===== config.mk =====
export PLATFORM = sky130hd
export DESIGN_NAME = sorted_priority_queue
export DESIGN_NICKNAME = d
export VERILOG_FILES = /design/src/rtl/spq_pkg.sv /design/src/rtl/spq_ram.sv /design/src/rtl/sorted_priority_queue.sv
export SDC_FILE = /design/constraint.sdc
export NUM_CORES = 1
export LEC_CHECK = 0
export ABC_CLOCK_PERIOD_IN_PS = 3300
export BUFFER_PORTS_ARGS = -buffer_cell sky130_fd_sc_hd__buf_2
export CAP_MARGIN = 20
export CORE_ASPECT_RATIO = 0.7
export CORE_MARGIN = 4
export CORE_UTILIZATION = 56
export CTS_BUF_LIST = sky130_fd_sc_hd__clkbuf_4 sky130_fd_sc_hd__clkbuf_8 sky130_fd_sc_hd__clkbuf_16
export DETAILED_ROUTE_END_ITERATION = 6
export PLACE_DENSITY = 0.76
export SLEW_MARGIN = 20
export SYNTH_ARGS = -nofsm -noshare
export SYNTH_HDL_FRONTEND = slang
export SYNTH_SLANG_ARGS = --single-unit

===== constraint.sdc =====
create_clock -name clk -period 3.3 [get_ports clk]
set_clock_uncertainty 0.2 [all_clocks]
set_input_delay 0.165 -clock clk [delete_from_list [all_inputs] [get_ports clk]]
set_output_delay 0.165 -clock clk [all_outputs]
set_load 0.1 [all_outputs]

===== src/rtl/spq_pkg.sv =====
// spq_pkg: command codes and item types for the sorted priority queue.
// Used by sorted_priority_queue; depends on nothing.
package spq_pkg;

	typedef enum logic [1:0] {
		CMD_INSERT = 2'd0,
		CMD_POP    = 2'd1,
		CMD_REMOVE = 2'd2,
		CMD_CLEAR  = 2'd3
	} cmd_t;

	typedef struct packed {
		cmd_t       command;
		logic [7:0] item_handle;
		logic [7:0] priority_req;
	} cmd_item_t;

	typedef struct packed {
		logic       ok;
		logic [7:0] popped_handle;
		logic [7:0] popped_priority;
		logic [4:0] count;
	} rsp_item_t;

endpackage


===== src/rtl/spq_ram.sv =====
// spq_ram: generic simple dual-port RAM, one write and one registered read per cycle.
// Standalone; no package needed.
module spq_ram #(
	parameter int WIDTH = 16,
	parameter int DEPTH = 16
) (
	input  logic                     clk,
	input  logic                     wr_en,
	input  logic [$clog2(DEPTH)-1:0] wr_addr,
	input  logic [WIDTH-1:0]         wr_data,
	input  logic [$clog2(DEPTH)-1:0] rd_addr,
	output logic [WIDTH-1:0]         rd_data
);

	logic [WIDTH-1:0] mem_q [DEPTH];

	always_ff @(posedge clk) begin
		if (wr_en) begin
			mem_q[wr_addr] <= wr_data;
		end
		rd_data <= mem_q[rd_addr];
	end

endmodule


===== src/rtl/sorted_priority_queue.sv =====
// sorted_priority_queue: sorted insertion priority queue over one entry RAM.
// Depends on spq_pkg and spq_ram.
//
// Entries (handle, priority) sit in one RAM in descending priority order, front at
// address 0. A small sequencer walks the RAM through its single read port, one
// entry per cycle, shifting entries through the write port as it goes: insert walks
// from the tail toward the front, pop and remove walk from the front toward the
// tail. An insert, pop or remove on a queue of N entries reads all N entries before
// its result is loaded; clear and commands that fail at once (insert when full, pop
// or remove when empty) skip the walk. The next command is accepted in the cycle
// after the result is loaded, at the earliest. A result that is still stalled holds
// the sequencer before it loads the following result. One command is in flight at
// a time; the result register lets the next command enter while a result waits to
// be taken.
module sorted_priority_queue #(
	parameter int DEPTH       = 16,
	parameter int HANDLE_BITS = 8
) (
	input  logic                  clk,
	input  logic                  arst_n,
	input  logic                  cmd_valid,
	output logic                  cmd_stall,
	input  spq_pkg::cmd_item_t    cmd,
	output logic                  rsp_valid,
	input  logic                  rsp_stall,
	output spq_pkg::rsp_item_t    rsp
);

	localparam int AW = $clog2(DEPTH);
	localparam int CW = $clog2(DEPTH + 1);
	localparam int HW = HANDLE_BITS;
	localparam int DW = HW + 8;

	typedef enum logic [3:0] {
		ST_IDLE = 4'b0001,
		ST_WALK = 4'b0010,
		ST_FIN  = 4'b0100,
		ST_DONE = 4'b1000
	} state_t;

	state_t            state_q;
	spq_pkg::cmd_t     cmd_q;
	logic [HW-1:0]     h_q;
	logic [7:0]        p_q;
	logic [CW-1:0]     count_q;
	logic [AW-1:0]     rd_idx_q;
	logic [CW-1:0]     rd_left_q;
	logic              v_s1;
	logic [AW-1:0]     idx_s1;
	logic              hit_q;
	logic              ok_q;
	logic [7:0]        ph_q;
	logic [7:0]        pp_q;
	logic              rsp_valid_q;
	spq_pkg::rsp_item_t rsp_q;

	logic              wr_en;
	logic [AW-1:0]     wr_addr;
	logic [DW-1:0]     wr_data;
	logic [DW-1:0]     rd_data;
	logic [HW-1:0]     rd_h;
	logic [7:0]        rd_p;
	logic [HW+7:0]     h_ext;
	logic [HW+7:0]     rd_h_ext;
	logic [CW+4:0]     count_ext;
	logic              fwd;
	logic              accept;

	spq_ram #(
		.WIDTH (DW),
		.DEPTH (DEPTH)
	) u_ram (
		.clk     (clk),
		.wr_en   (wr_en),
		.wr_addr (wr_addr),
		.wr_data (wr_data),
		.rd_addr (rd_idx_q),
		.rd_data (rd_data)
	);

	assign rd_h      = rd_data[HW-1:0];
	assign rd_p      = rd_data[DW-1:HW];
	assign h_ext     = {{HW{1'b0}}, cmd.item_handle};
	assign rd_h_ext  = {8'b0, rd_h};
	assign count_ext = {5'b0, count_q};
	assign fwd       = (cmd_q != spq_pkg::CMD_INSERT);
	assign accept    = cmd_valid && !cmd_stall;

	assign cmd_stall = (state_q != ST_IDLE);
	assign rsp_valid = rsp_valid_q;
	assign rsp       = rsp_q;

	// write port: shift in the walk; new entry goes in mid-walk or at the front
	always_comb begin
		wr_en   = 1'b0;
		wr_addr = '0;
		wr_data = rd_data;
		case (state_q)
			ST_WALK: begin
				if (v_s1) begin
					if (fwd) begin
						if (hit_q) begin
							wr_en   = 1'b1;
							wr_addr = idx_s1 - AW'(1);
						end
					end else if (!hit_q) begin
						wr_en   = 1'b1;
						wr_addr = idx_s1 + AW'(1);
						if (rd_p >= p_q) begin
							wr_data = {p_q, h_q};
						end
					end
				end
			end
			ST_FIN: begin
				if (!fwd && !hit_q) begin
					wr_en   = 1'b1;
					wr_addr = '0;
					wr_data = {p_q, h_q};
				end
			end
			default: begin
				wr_en = 1'b0;
			end
		endcase
	end

	always_ff @(posedge clk or negedge arst_n) begin
		if (!arst_n) begin
			state_q     <= ST_IDLE;
			cmd_q       <= spq_pkg::CMD_INSERT;
			h_q         <= '0;
			p_q         <= '0;
			count_q     <= '0;
			rd_idx_q    <= '0;
			rd_left_q   <= '0;
			v_s1        <= 1'b0;
			idx_s1      <= '0;
			hit_q       <= 1'b0;
			ok_q        <= 1'b0;
			ph_q        <= '0;
			pp_q        <= '0;
			rsp_valid_q <= 1'b0;
			rsp_q       <= '0;
		end else begin
			if (rsp_valid_q && !rsp_stall && state_q != ST_DONE) begin
				rsp_valid_q <= 1'b0;
			end
			case (state_q)
				ST_IDLE: begin
					if (accept) begin
						cmd_q     <= cmd.command;
						h_q       <= h_ext[HW-1:0];
						p_q       <= cmd.priority_req;
						hit_q     <= 1'b0;
						v_s1      <= 1'b0;
						ok_q      <= 1'b0;
						ph_q      <= '0;
						pp_q      <= '0;
						rd_left_q <= count_q;
						case (cmd.command)
							spq_pkg::CMD_INSERT: begin
								rd_idx_q <= AW'(count_q - CW'(1));
								if (count_q == CW'(DEPTH)) begin
									state_q <= ST_DONE;
								end else if (count_q == '0) begin
									state_q <= ST_FIN;
								end else begin
									state_q <= ST_WALK;
								end
							end
							spq_pkg::CMD_CLEAR: begin
								count_q <= '0;
								ok_q    <= 1'b1;
								state_q <= ST_DONE;
							end
							default: begin
								rd_idx_q <= '0;
								if (count_q == '0) begin
									state_q <= ST_DONE;
								end else begin
									state_q <= ST_WALK;
								end
							end
						endcase
					end
				end
				ST_WALK: begin
					if (rd_left_q != '0) begin
						rd_left_q <= rd_left_q - CW'(1);
						rd_idx_q  <= fwd ? rd_idx_q + AW'(1) : rd_idx_q - AW'(1);
						v_s1      <= 1'b1;
						idx_s1    <= rd_idx_q;
					end else begin
						v_s1    <= 1'b0;
						state_q <= ST_FIN;
					end
					if (v_s1 && !hit_q) begin
						if (fwd) begin
							if (cmd_q == spq_pkg::CMD_POP) begin
								hit_q <= 1'b1;
								ph_q  <= rd_h_ext[7:0];
								pp_q  <= rd_p;
							end else if (rd_h == h_q) begin
								hit_q <= 1'b1;
							end
						end else if (rd_p >= p_q) begin
							hit_q <= 1'b1;
						end
					end
				end
				ST_FIN: begin
					if (fwd) begin
						if (hit_q) begin
							count_q <= count_q - CW'(1);
							ok_q    <= 1'b1;
						end
					end else begin
						count_q <= count_q + CW'(1);
						ok_q    <= 1'b1;
					end
					state_q <= ST_DONE;
				end
				ST_DONE: begin
					if (!rsp_valid_q || !rsp_stall) begin
						rsp_q.ok              <= ok_q;
						rsp_q.popped_handle   <= ph_q;
						rsp_q.popped_priority <= pp_q;
						rsp_q.count           <= count_ext[4:0];
						rsp_valid_q           <= 1'b1;
						state_q               <= ST_IDLE;
					end
				end
				default: begin
					state_q <= ST_IDLE;
				end
			endcase
		end
	end

endmodule


# Word level (Yosys, flattened, before mapping)
# Memory sizes are Yosys's and may differ from the RTL's. A register that Yosys moved wholly into a read port is not among the register bits.
# Cells that the tools add are included.
[totals]
register_bits = 82
mem_bits_rw = 256
out_inout_bits = 24
elab_cells = 143
memories = 1
[op_classes]
addsub = 7
n_lt_le_gt_ge = 1
eq_ne = 22
muxes = 66
reduce_logical = 28
[memory_table]
columns = ["name", "depth", "word_bits", "rd", "rd_clocked_by_memory_dff", "write_ports", "line", "source"]
rows = [
  ["u_ram.mem_q", 16, 16, 1, 1, 1, "spq_ram.sv:15", "logic [WIDTH-1:0] mem_q [DEPTH];"],
]
[ops]
columns = ["operator", "count"]
rows = [
  ["$mux 16", 5],
  ["$mux 8", 7],
  ["$mux 4", 13],
  ["$pmux 16 s2", 1],
  ["$pmux 8 s2", 2],
  ["$mux 5", 6],
  ["$pmux 4 s2", 3],
  ["$mux 1", 21],
  ["$pmux 5 s2", 2],
  ["$ne 2x2->1 const B", 8],
  ["$pmux 4 s4", 1],
  ["$reduce_and 5->1", 2],
  ["$sub 5x1->5 const B", 2],
  ["$reduce_and 3->1", 3],
  ["$add 4x1->4 const B", 2],
  ["$eq 8x8->1", 1],
  ["$ge 8x8->1", 1],
  ["$ne 4x4->1 const B", 2],
  ["$pmux 1 s2", 4],
  ["$reduce_and 2->1", 4],
  ["$reduce_and 4->1", 2],
  ["$sub 4x1->4 const B", 2],
  ["$ne 3x3->1 const B", 2],
  ["$reduce_bool 2->1", 3],
  ["17 further kinds", 25],
]

# Depth between registers and ports, before layout
# Gate-level depths: netlist (run 1).
[depth]
word_depth = 7
mapped_depth = 9
ltp_nobuf = 8

# Hierarchy
# Synthesis (run 1) repeated with hierarchy kept, for this count alone.
[hier_totals]
cells_unflattened = 871
hier_area_um2 = 14467.6
[modules_own_cells]
columns = ["module", "instances", "cells_per_inst", "area_each_um2", "seq_area_each_um2"]
rows = [
  ["spq_ram", 1, 432, 10043.4, 8007.7],
  ["sorted_priority_queue", 1, 439, 4424.2, 2053.2],
]

# Worst setup path after synthesis (run 1)
# Ideal clock, no wire load.
[synth_path]
path_type = "register to register"
start = "reg cmd_q[0]"
end = "mem u_ram.mem_q[0][0] (enable)"
setup_time_ns = 0.390
arrival_time_ns = 2.318
setup_slack_ns = 0.392
stages_incl_launch_ff = 7
path_buffers = 1
period_less_slack_ns = 2.908
cell_sequence = "dfrtp_1 > or2_2 > buf_2 > ha_1 > nand3_1 > a2bb2oi_1 > nor2b_1"
[synth_via]
elab_chain_cells = 7
word_cells_on_any_way = 12
cone_classes = "mux (9); reduce/logical (3)"
[synth_rtl]
columns = ["item", "line", "source"]
rows = [
  ["start, declared", "sorted_priority_queue.sv:42", "spq_pkg::cmd_t cmd_q;"],
  ["start signal, assigned", "sorted_priority_queue.sv:131", "cmd_q <= spq_pkg::CMD_INSERT;"],
  ["start signal, assigned", "sorted_priority_queue.sv:152", "cmd_q <= cmd.command;"],
  ["$reduce_bool 2->1 (*)", "sorted_priority_queue.sv:86", "assign fwd = (cmd_q != spq_pkg::CMD_INSERT);"],
  ["$logic_not 1->1", "sorted_priority_queue.sv:116", "if (!fwd && !hit_q) begin"],
  ["$logic_and 1x1->1", "sorted_priority_queue.sv:116", ""],
  ["$mux 1", "sorted_priority_queue.sv:116", ""],
  ["$pmux 1 s2", "sorted_priority_queue.sv:98", "case (state_q)"],
  ["$mux 1", "spq_ram.sv:18", "if (wr_en) begin"],
  ["$mux 1 (not written as such)", "spq_ram.sv:19", "mem_q[wr_addr] <= wr_data;"],
  ["end, declared", "spq_ram.sv:15", ""],
]
# Mark *: on every way between the ends. The rest lies on a longest branch, timed or not.

# Worst setup path in the final report (run 1)
[layout_path]
start = "reg p_q[2]"
end = "mem u_ram.mem_q[4][1] (data pin)"
[layout_via]
elab_chain_cells = 6
[layout_rtl]
columns = ["item", "line", "source"]
rows = [
  ["start, declared", "sorted_priority_queue.sv:44", "logic [7:0] p_q;"],
  ["start signal, assigned", "sorted_priority_queue.sv:154", "p_q <= cmd.priority_req;"],
  ["$ge 8x8->1", "sorted_priority_queue.sv:109", "if (rd_p >= p_q) begin"],
  ["$mux 16", "sorted_priority_queue.sv:109", ""],
  ["$mux 16", "sorted_priority_queue.sv:106", "end else if (!hit_q) begin"],
  ["$mux 16", "sorted_priority_queue.sv:101", "if (fwd) begin"],
  ["$mux 16", "sorted_priority_queue.sv:100", "if (v_s1) begin"],
  ["$pmux 16 s2", "sorted_priority_queue.sv:98", ""],
  ["named net u_ram.wr_data[1]", "spq_ram.sv:10", "input logic [WIDTH-1:0] wr_data,"],
]
# The timed path passes the listed nets, and every way through them passes these cells.

==> results of run 1 <==
[flip-flops by register name (all words and copies together) (netlist names), 2 cells and up]
name           cells
u_ram.mem_q      256
rsp               22
u_ram.rd_data     16
h_q                8
p_q                8
ph_q               8
pp_q               8
count_q            5
rd_left_q          5
idx_s1             4
rd_idx_q           4
state_q            4
cmd_q              2
[worst min-delay path, delay by kind of cell]
kind                   cells  cell delay, ns
buffers and inverters      2            0.61
multiplexers               1            0.12
[worst paths after layout]
kind	to	start	depth (start not counted)	slack, ns
hold / removal	h_q[0]	cmd[8]	3	0.22
max in group asynchronous	rd_idx_q[1]	arst_n	4	1.87
min in group asynchronous	idx_s1[3]	arst_n	3	0.41
hold reg to reg	ph_q[7]	ph_q[7]	2	0.26
setup reg to reg	u_ram.mem_q[4][1]	p_q[2]	9	0.21
setup / recovery	u_ram.mem_q[4][1]	p_q[2]	9	0.21
[power breakdown]
part | switching [mW] | total, mW | internal, mW
clock network | 1.63 | 4.20 | 2.57
registers | 0.615 | 6.36 | 5.75
logic | 2.89 | 4.79 | 1.89
total | 5.13 | 15.3 | 10.2
[layout by cell type, fill, tap and decap left out, drive strengths merged, types with 20 or more instances in the layout]
cell type and n:
edfxtp 256, buf 97, dfrtp 81, mux4 80
nand2 58, mux2 54, clkbuf 48, nor2 32
inv 26, nand3 24, o21ai 23, dlygate4sd3 22
ha 20
[stage by stage]
| stage | setup slack (ns) | power, mW | instances | hold WS (ns) | instance area [um^2] |
|---|---|---|---|---|---|
| 6_report | 0.210 | 15.3 | 1292 | 0.218 | 16800 |
| 5_1_grt | 0.129 | 16.1 | 1292 | 0.234 | 16800 |
| 4_1_cts | 0.244 | 15.4 | 1292 | 0.205 | 16800 |
| 3_5_place_dp | 0.286 | 11.1 | 1207 | -0.0141 | 15400 |
| 3_3_place_gp | 0.0505 | 11.0 | 1206 | -0.0320 | 15400 |
| 2_1_floorplan | 0.392 | 9.78 | 824 | -0.331 | 14500 |
[layer usage]
| layer | track usage, % | up-vias | share of wire, % |
|---|---|---|---|
| met3 | 7.31 | 47 | 11 |
| li1 | - | 3464 | - |
| met5 | 0 | - | 0 |
| met4 | 4.68 | 0 | 1.4 |
| met1 | 38.7 | 4059 | 43 |
| met2 | 35.7 | 413 | 44 |
[cell type report]
cell class / count / area [um^2] / share of cell area (%)
flip-flops and latches: 354 / 10100 / 59.7
multi-input cells: 407 / 4160 / 24.7
clock buffers: 48 / 1060 / 6.30
repair buffers: 119 / 883 / 5.24
well taps: 325 / 407 / 2.41
clock inverters: 14 / 173 / 1.02
inverters: 25 / 93.8 / 0.557
[logic make-up after synthesis]
| group | share of synthesized area, % |
|---|---|
| flip-flops | 69.6 |
| buffers and inverters | 1.77 |
| adder cells (fa/ha/maj) | 1.87 |
| AO/OA/AOI/OAI | 3.47 |
| multiplexers | 16.9 |
| AND/OR/NAND/NOR | 5.46 |
| XOR/XNOR | 0.969 |
[timing repair]
| item | 4_1_cts | 5_1_grt |
|---|---|---|
| hold buffers | 23 | 0 |
| gates resized for setup | 0 | 0 |
| hold endpoints to repair | 107 | 0 |
| buffers inserted | 0 | 0 |
==> results_dict.tcl, run 1 <==
set metrics [dict create \
    grtUsageTotal_pct 24.8 \
    cts-root-buf "clkbuf_16" \
    antenna_found_initial 0 \
    final_util_pct 67.3 \
    syn_nets 867 \
    tns_ns 0 \
    criticalPathCategory "flop to flop" \
    fin_crit_sh_pct 93.6 \
    path_clk_slew_ns 0.07 \
    clock_sinks 354 \
    cp-end-kind "flop" \
    port_buffers 45 \
    power_density_nw_per_um2 911 \
    routedWlPerCell_um 26.3 \
    cpLargestDelayFamily "compound AO/OA/AOI/OAI gates" \
    fillers 1605 \
    cpPeakStageDelay_ns 0.65 \
    synth.top_cells.by_count "edfxtp_1 (256), dfrtp_1 (81), mux4_2 (80), nand2_1 (58), mux2_2 (54)" \
    die_y_um 142 \
    fp-row-count 48 \
    avgSynthCellArea_um2 17.5 \
    worstPathMaxFanout 16 \
    netlist_area_um2 14500 \
    critPathArrivalTime_ns 3.11 \
    grt_max_degree 36 \
    max_cap_violations 0 \
    slew_viol_final 0 \
    ant_nets 0 \
    synthFlopType "edfxtp_1" \
    crit_required_ns 3.32 \
    rsz0062_at_grt "false" \
    gp_congestion 0.830 \
    yosysUniqueCellTypes 60 \
    hold_viol 0 \
    ys_ff_latch 354 \
    final_nets 984 \
    p_leak_nw 6.19 \
    synth_edf_count 256 \
    crit_chain "inv_1 > ha_1 > nand2_1 > o21ai_0 > a211oi_1 > buf_4 > o31ai_4 > buf_8 > mux2_2" \
    vias 7983 \
    drt-initial-drc-count 973 \
    diodes 0 \
    pin_count 46 \
    clockBufferDepth 3 \
    grt_pass1_vias 7999 \
    fmax_ghz 0.324 \
    drc 0 \
    finalSetupViolCount 0 \
    cts_max_level 2 \
    ys_seq_area_share_pct 69.6 \
    slowest_stage "o31ai_4" \
    slew_headroom_pct 31.2 \
    post-route-min-period_ns 3.09 \
    yosysWarnings 0 \
    routed_wl_mm 33.9 \
    cts_tree "done" \
    synth_area_leaders "edfxtp_1 (53%), dfrtp_1 (14%), mux4_2 (12%)" \
    start_util_pct 57.7 \
    dp_hpwl_mm 21.2 \
    numCtsBuffers 34 \
    yosysMostFrequentCell "edfxtp_1" \
    drtPass1Iterations 5 \
    drive_above_1_share_pct 32.2 \
    area_growth_pct 16.5 \
    synthCells 824 \
    worst_slew_pin_slew_ns 1.02 \
    irDropWorstVdd_mv 0.651 \
    hp-class "primary input to flop" \
    critPathBufInv 3 \
    dieArea_um2 28500 \
    synth_top_cell_by_area "edfxtp_1" \
    vias_per_cell 6.18 \
    async_flop_share_pct 23.2 \
    grt_remaining_overflow 0 \
    die_x_um 200 \
    grt_pass1_wl_mm 51.3 \
    netlist.area_leader.share_pct 53.2 \
    start_kind "flop" \
    status "complete, no violations" \
    insertion_delay_ns 0.52 \
    coreArea_um2 25000 \
]
(Power assumes the default switching activity.)
==> inputs of run 2 (changes only) <==
GPL_TIMING_DRIVEN = 0   (was unset)
==> run 2 against run 1 <==
Effect of this change: the run now ends with setup timing left; design area fell by 0.59%; critical endpoint is now u_ram.mem_q[6][8]; first-iteration DRC count rose by 12%; critical path depth fell by 1; sequential share of layout area rose by 0.33 points; maximum frequency fell by 11%; utilization fell by 0.40 points; highest routed layer unchanged.
==> results_dict.tcl, run 2 (synthesized netlist as in run 1, its figures left out) <==
set metrics [dict create \
    start_kind "flop" \
    dieArea_um2 28500 \
    dp_hpwl_mm 21.9 \
    status "finished, violations left" \
    area_growth_pct 15.8 \
    grt_pass1_vias 8197 \
    violations "setup timing" \
    die_y_um 142 \
    fin_crit_sh_pct 105 \
    final_nets 989 \
    reg2reg_to "u_ram.mem_q[6][8]" \
    start_util_pct 57.7 \
    largest_reg_flops 256 \
    rsz0062_at_grt "true" \
    grt_max_degree 52 \
    cts_max_level 1 \
    mostFrequentLayoutCells "edfxtp_1 (256), dfrtp_1 (81), mux4_2 (80), nand2_1 (58), mux2_2 (54)" \
    grt_remaining_overflow 0 \
    crit_required_ns 3.37 \
    gp_congestion 0.865 \
    drt-initial-drc-count 1094 \
    slew_viol_final 0 \
    diodes 0 \
    slew_headroom_pct 27.9 \
    totalPowerFinal_mw 15.1 \
    final-instance-count-excl-fill 1296 \
    r2r_slack_ns -0.17 \
    layout_setup_ws_ns -0.168 \
    fmax_ghz 0.288 \
    critPathArrivalTime_ns 3.53 \
    max_cap_violations 0 \
    cp-end-kind "flop" \
    clockBufferDepth 3 \
    cp-startpoint "cmd_q[1]" \
    r2r_cells 8 \
    drtPass1Iterations 5 \
    die_x_um 200 \
    min_to "p_q[4]" \
    dp.cells 1204 \
    tns_ns -4.28 \
    hp-class "primary input to flop" \
    hold_depth 3 \
    placed_area_um2 15300 \
    ant_nets 0 \
    final_common_cell "edfxtp_1" \
    power_density_nw_per_um2 901 \
    p_leak_nw 6.07 \
    pin_count 46 \
    insertion_delay_ns 0.58 \
    grtUsageTotal_pct 24.8 \
    coreArea_um2 25000 \
    clock_sinks 354 \
    post-route-min-period_ns 3.47 \
    reg2reg_from "cmd_q[1]" \
    criticalPathCategory "flop to flop" \
    worst_slew_pin_slew_ns 1.07 \
    final_util_pct 66.9 \
    routed_wl_mm 34.9 \
    numCtsBuffers 31 \
    min_from "cmd[4]" \
    grt_pass1_wl_mm 51.6 \
    fin_area_um2 16700 \
    vias_per_cell 6.39 \
    vias 8278 \
    irDropWorstVdd_mv 0.542 \
    worstPathMaxFanout 11 \
    drive_above_1_share_pct 31.0 \
    finalSetupViolCount 41 \
    hold_viol 0 \
    path_clk_slew_ns 0.07 \
    drc 0 \
    routedWlPerCell_um 26.9 \
    cts-root-buf "clkbuf_16" \
    port_buffers 45 \
    antenna_found_initial 0 \
    fp-row-count 48 \
    cts_tree "done" \
    regMostFlops "u_ram.mem_q" \
]
run 2: layer usage:
metal / wire length [um] / GRT usage [%] / vias to the layer above
li1: - / - / 3478
met1: 14900 / 38.5 / 4252
met2: 15800 / 36.5 / 469
met3: 3290 / 5.37 / 79
met4: 885 / 6.29 / 0
met5: 0 / 0 / -
run 2: timing repair:
action / CTS / global route
hold endpoints to repair: 111 / 0
setup buffers: 1 / 9
pin swaps: 1 / 3
hold buffers: 23 / 0
setup endpoints to repair: 32 / 288
gates resized for setup: 3 / 4
run 2: worst max path at each step:
stage,to,slack (ns)
6_report,u_ram.mem_q[6][8],-0.17
5_1_grt,u_ram.mem_q[6][8],-0.19
4_1_cts,u_ram.mem_q[7][9],0.002
3_5_place_dp,u_ram.mem_q[3][4],-0.17
3_3_place_gp,u_ram.mem_q[12][4],-0.78
2_1_floorplan,u_ram.mem_q[0][0],0.39
run 2: per-stage QoR:
step	hold WS, ns	setup slack [ns]
final	0.168	-0.168
after floorplan	-0.331	0.392
after global routing	0.162	-0.188
after detailed placement	-0.0681	-0.167
after CTS	0.144	0.00215
after global placement	0.193	-0.782
run 2: power breakdown:
part           switching, mW  internal (mW)  leakage, nW  total, mW
Combinational           3.20           1.87         2.02       5.07
Clock                   1.59           2.17        0.537       3.76
Sequential             0.527           5.74         3.51       6.27
run 2: critical path, cell delays in order (launching register included):
cell     delay, ns
dfrtp_1       0.50
or2_2         0.32
buf_2         0.22
inv_2         0.24
nand2_1       0.08
o21ai_0       0.38
nand4_1       0.40
nor2_2        0.53
buf_6         0.27
run 2: cell type report:
cell class                 instances  area (um^2)
sequential                       354        10100
fill                            1600         8300
multi-input combinational        407         4240
clock buffer                      47          921
timing repair buffer              89          723
tap                              325          407
buffer                            38          164
clock inverter                    11          138
inverter                          25         93.8
==> inputs of run 3 (changes only) <==
CORE_MARGIN = unset   (was 4)
==> run 3 against run 2 <==
Effect of this change: the run still ends with setup timing left; cell count down 0.23%; wire length fell by 0.52%; first-iteration DRC count is 4.5% lower; sequential power about the same; critical path depth is the same; utilization grew 0.32 points.
==> results_dict.tcl, run 3 (synthesized netlist as in run 1, its figures left out) <==
set metrics [dict create \
    worst_slew_pin_slew_ns 1.08 \
    slowest_stage "nor2_4" \
    vias_per_cell 6.30 \
    routed_wl_mm 34.7 \
    final_util_pct 67.2 \
    drtPass1Iterations 6 \
    cts-root-buf "clkbuf_16" \
    dp.cells 1199 \
    regMostFlops "u_ram.mem_q" \
    numCtsBuffers 31 \
    slew_viol_final 0 \
    diodes 0 \
    slew_headroom_pct 27.8 \
    vias 8152 \
    fp-row-count 48 \
    irDropWorstVdd_mv 0.540 \
    cp-end-kind "flop" \
    grtUsageTotal_pct 26.6 \
    max_cap_violations 0 \
    hold_viol 0 \
    pin_count 46 \
    layout_setup_ws_ns -0.0718 \
    insertion_delay_ns 0.57 \
    cts_max_level 1 \
    port_buffers 45 \
    path_clk_slew_ns 0.06 \
    cpPeakStageDelay_ns 0.53 \
    worstPathMaxFanout 11 \
    critPathBufInv 3 \
    die_y_um 136 \
    clock_sinks 354 \
    grt_remaining_overflow 0 \
    violations "setup timing" \
    routedWlPerCell_um 26.8 \
    r2r_slack_ns -0.07 \
    final_nets 987 \
    cts_tree "done" \
    crit_required_ns 3.37 \
    die_x_um 194 \
    gp_congestion 0.855 \
    fin_crit_sh_pct 102 \
    grt_pass1_wl_mm 49.9 \
    start_kind "flop" \
    area_growth_pct 16.1 \
    drt-initial-drc-count 1045 \
    crit_chain "or2_2 > buf_2 > inv_2 > nand2_1 > o21ai_0 > nand4_1 > nor2_4 > buf_8" \
    fin_area_um2 16800 \
    critPathArrivalTime_ns 3.44 \
    drc 0 \
    clockBufferDepth 3 \
    final_common_cell "edfxtp_1" \
    mostFrequentLayoutCells "edfxtp_1 (256), mux4_2 (80), dfrtp_1 (79), nand2_1 (57)" \
    dp_hpwl_mm 21.6 \
    post-route-min-period_ns 3.37 \
    criticalPathCategory "flop to flop" \
    fmax_ghz 0.297 \
    cpLargestDelayFamily "simple AND/OR/NAND/NOR gates" \
    antenna_found_initial 0 \
    finalSetupViolCount 9 \
    tns_ns -0.510 \
    grt_pass1_vias 7787 \
    drive_above_1_share_pct 30.7 \
    final-instance-count-excl-fill 1293 \
    p_leak_nw 6.06 \
    largest_reg_flops 256 \
    hp-class "primary input to flop" \
    ant_nets 0 \
    dieArea_um2 26500 \
    placed_area_um2 15300 \
    grt_max_degree 43 \
    coreArea_um2 25000 \
    start_util_pct 57.9 \
    status "finished, violations left" \
    power_density_nw_per_um2 891 \
]
## run 3: cell count changes in the layout (fill, tap and decap cells not counted), sizes merged
cell,previous run,this run
buf,81,80
clkbuf,71,66
clkinv,5,9
inv,27,26
## run 3: per-stage QoR
stage | power [mW] | setup WS (ns) | hold slack (ns)
global placement | 11.1 | -0.961 | 0.196
finish | 15.0 | -0.0718 | 0.164
global route | 15.5 | -0.120 | 0.168
floorplan | 9.78 | 0.392 | -0.331
detailed placement | 11.2 | -0.334 | 0.0276
CTS | 14.9 | 0.0160 | 0.143
## run 3: layout make-up
cell class / count / area (um^2)
Clock inverter: 14 / 149
Multi-Input combinational cell: 407 / 4260
Inverter: 25 / 93.8
Tap cell: 325 / 407
Buffer: 38 / 164
Sequential cell: 354 / 10100
Fill cell: 1616 / 8200
Timing Repair Buffer: 87 / 757
Clock buffer: 43 / 891
## run 3: what timing repair did
item | in CTS | in global routing
hold endpoints to repair | 109 | 0
hold buffers | 23 | 0
setup buffers | 2 | 12
gates resized for setup | 9 | 1
endpoints found under the setup margin | 246 | 329
pin swaps | 4 | 7
## run 3: worst reg2reg max path, stage by stage (launching register included)
cell	delay, ns
dfrtp_2	0.48
or2_2	0.29
buf_2	0.22
inv_2	0.24
nand2_1	0.11
o21ai_0	0.28
nand4_1	0.49
nor2_4	0.53
buf_8	0.22
## run 3: layer usage
layer | track usage [%] | vias to the layer above | part of all wire (%)
li1 | - | 3463 | -
met1 | 39.0 | 4176 | 42
met2 | 39.6 | 460 | 45
met3 | 7.79 | 53 | 11
met4 | 6.31 | 0 | 1.9
met5 | 0 | - | 0
## run 3: path summary, 6_finish.rpt
| check | start | to | cells after the start |
|---|---|---|---|
| setup reg to reg | cmd_q[1] | u_ram.mem_q[10][10] | 8 |
| hold reg to reg | pp_q[6] | pp_q[6] | 2 |
| max in group asynchronous | arst_n | cmd_q[1] | 4 |
| hold / removal | cmd[4] | p_q[4] | 3 |
| min in group asynchronous | arst_n | state_q[0] | 3 |
| setup / recovery | cmd_q[1] | u_ram.mem_q[10][10] | 8 |
## run 3: power breakdown
group          switching [mW]  total, mW  leakage (nW)  internal (mW)
Combinational            3.15       5.00          2.03           1.85
Sequential              0.520       6.27          3.51           5.75
Clock                    1.57       3.68         0.522           2.12
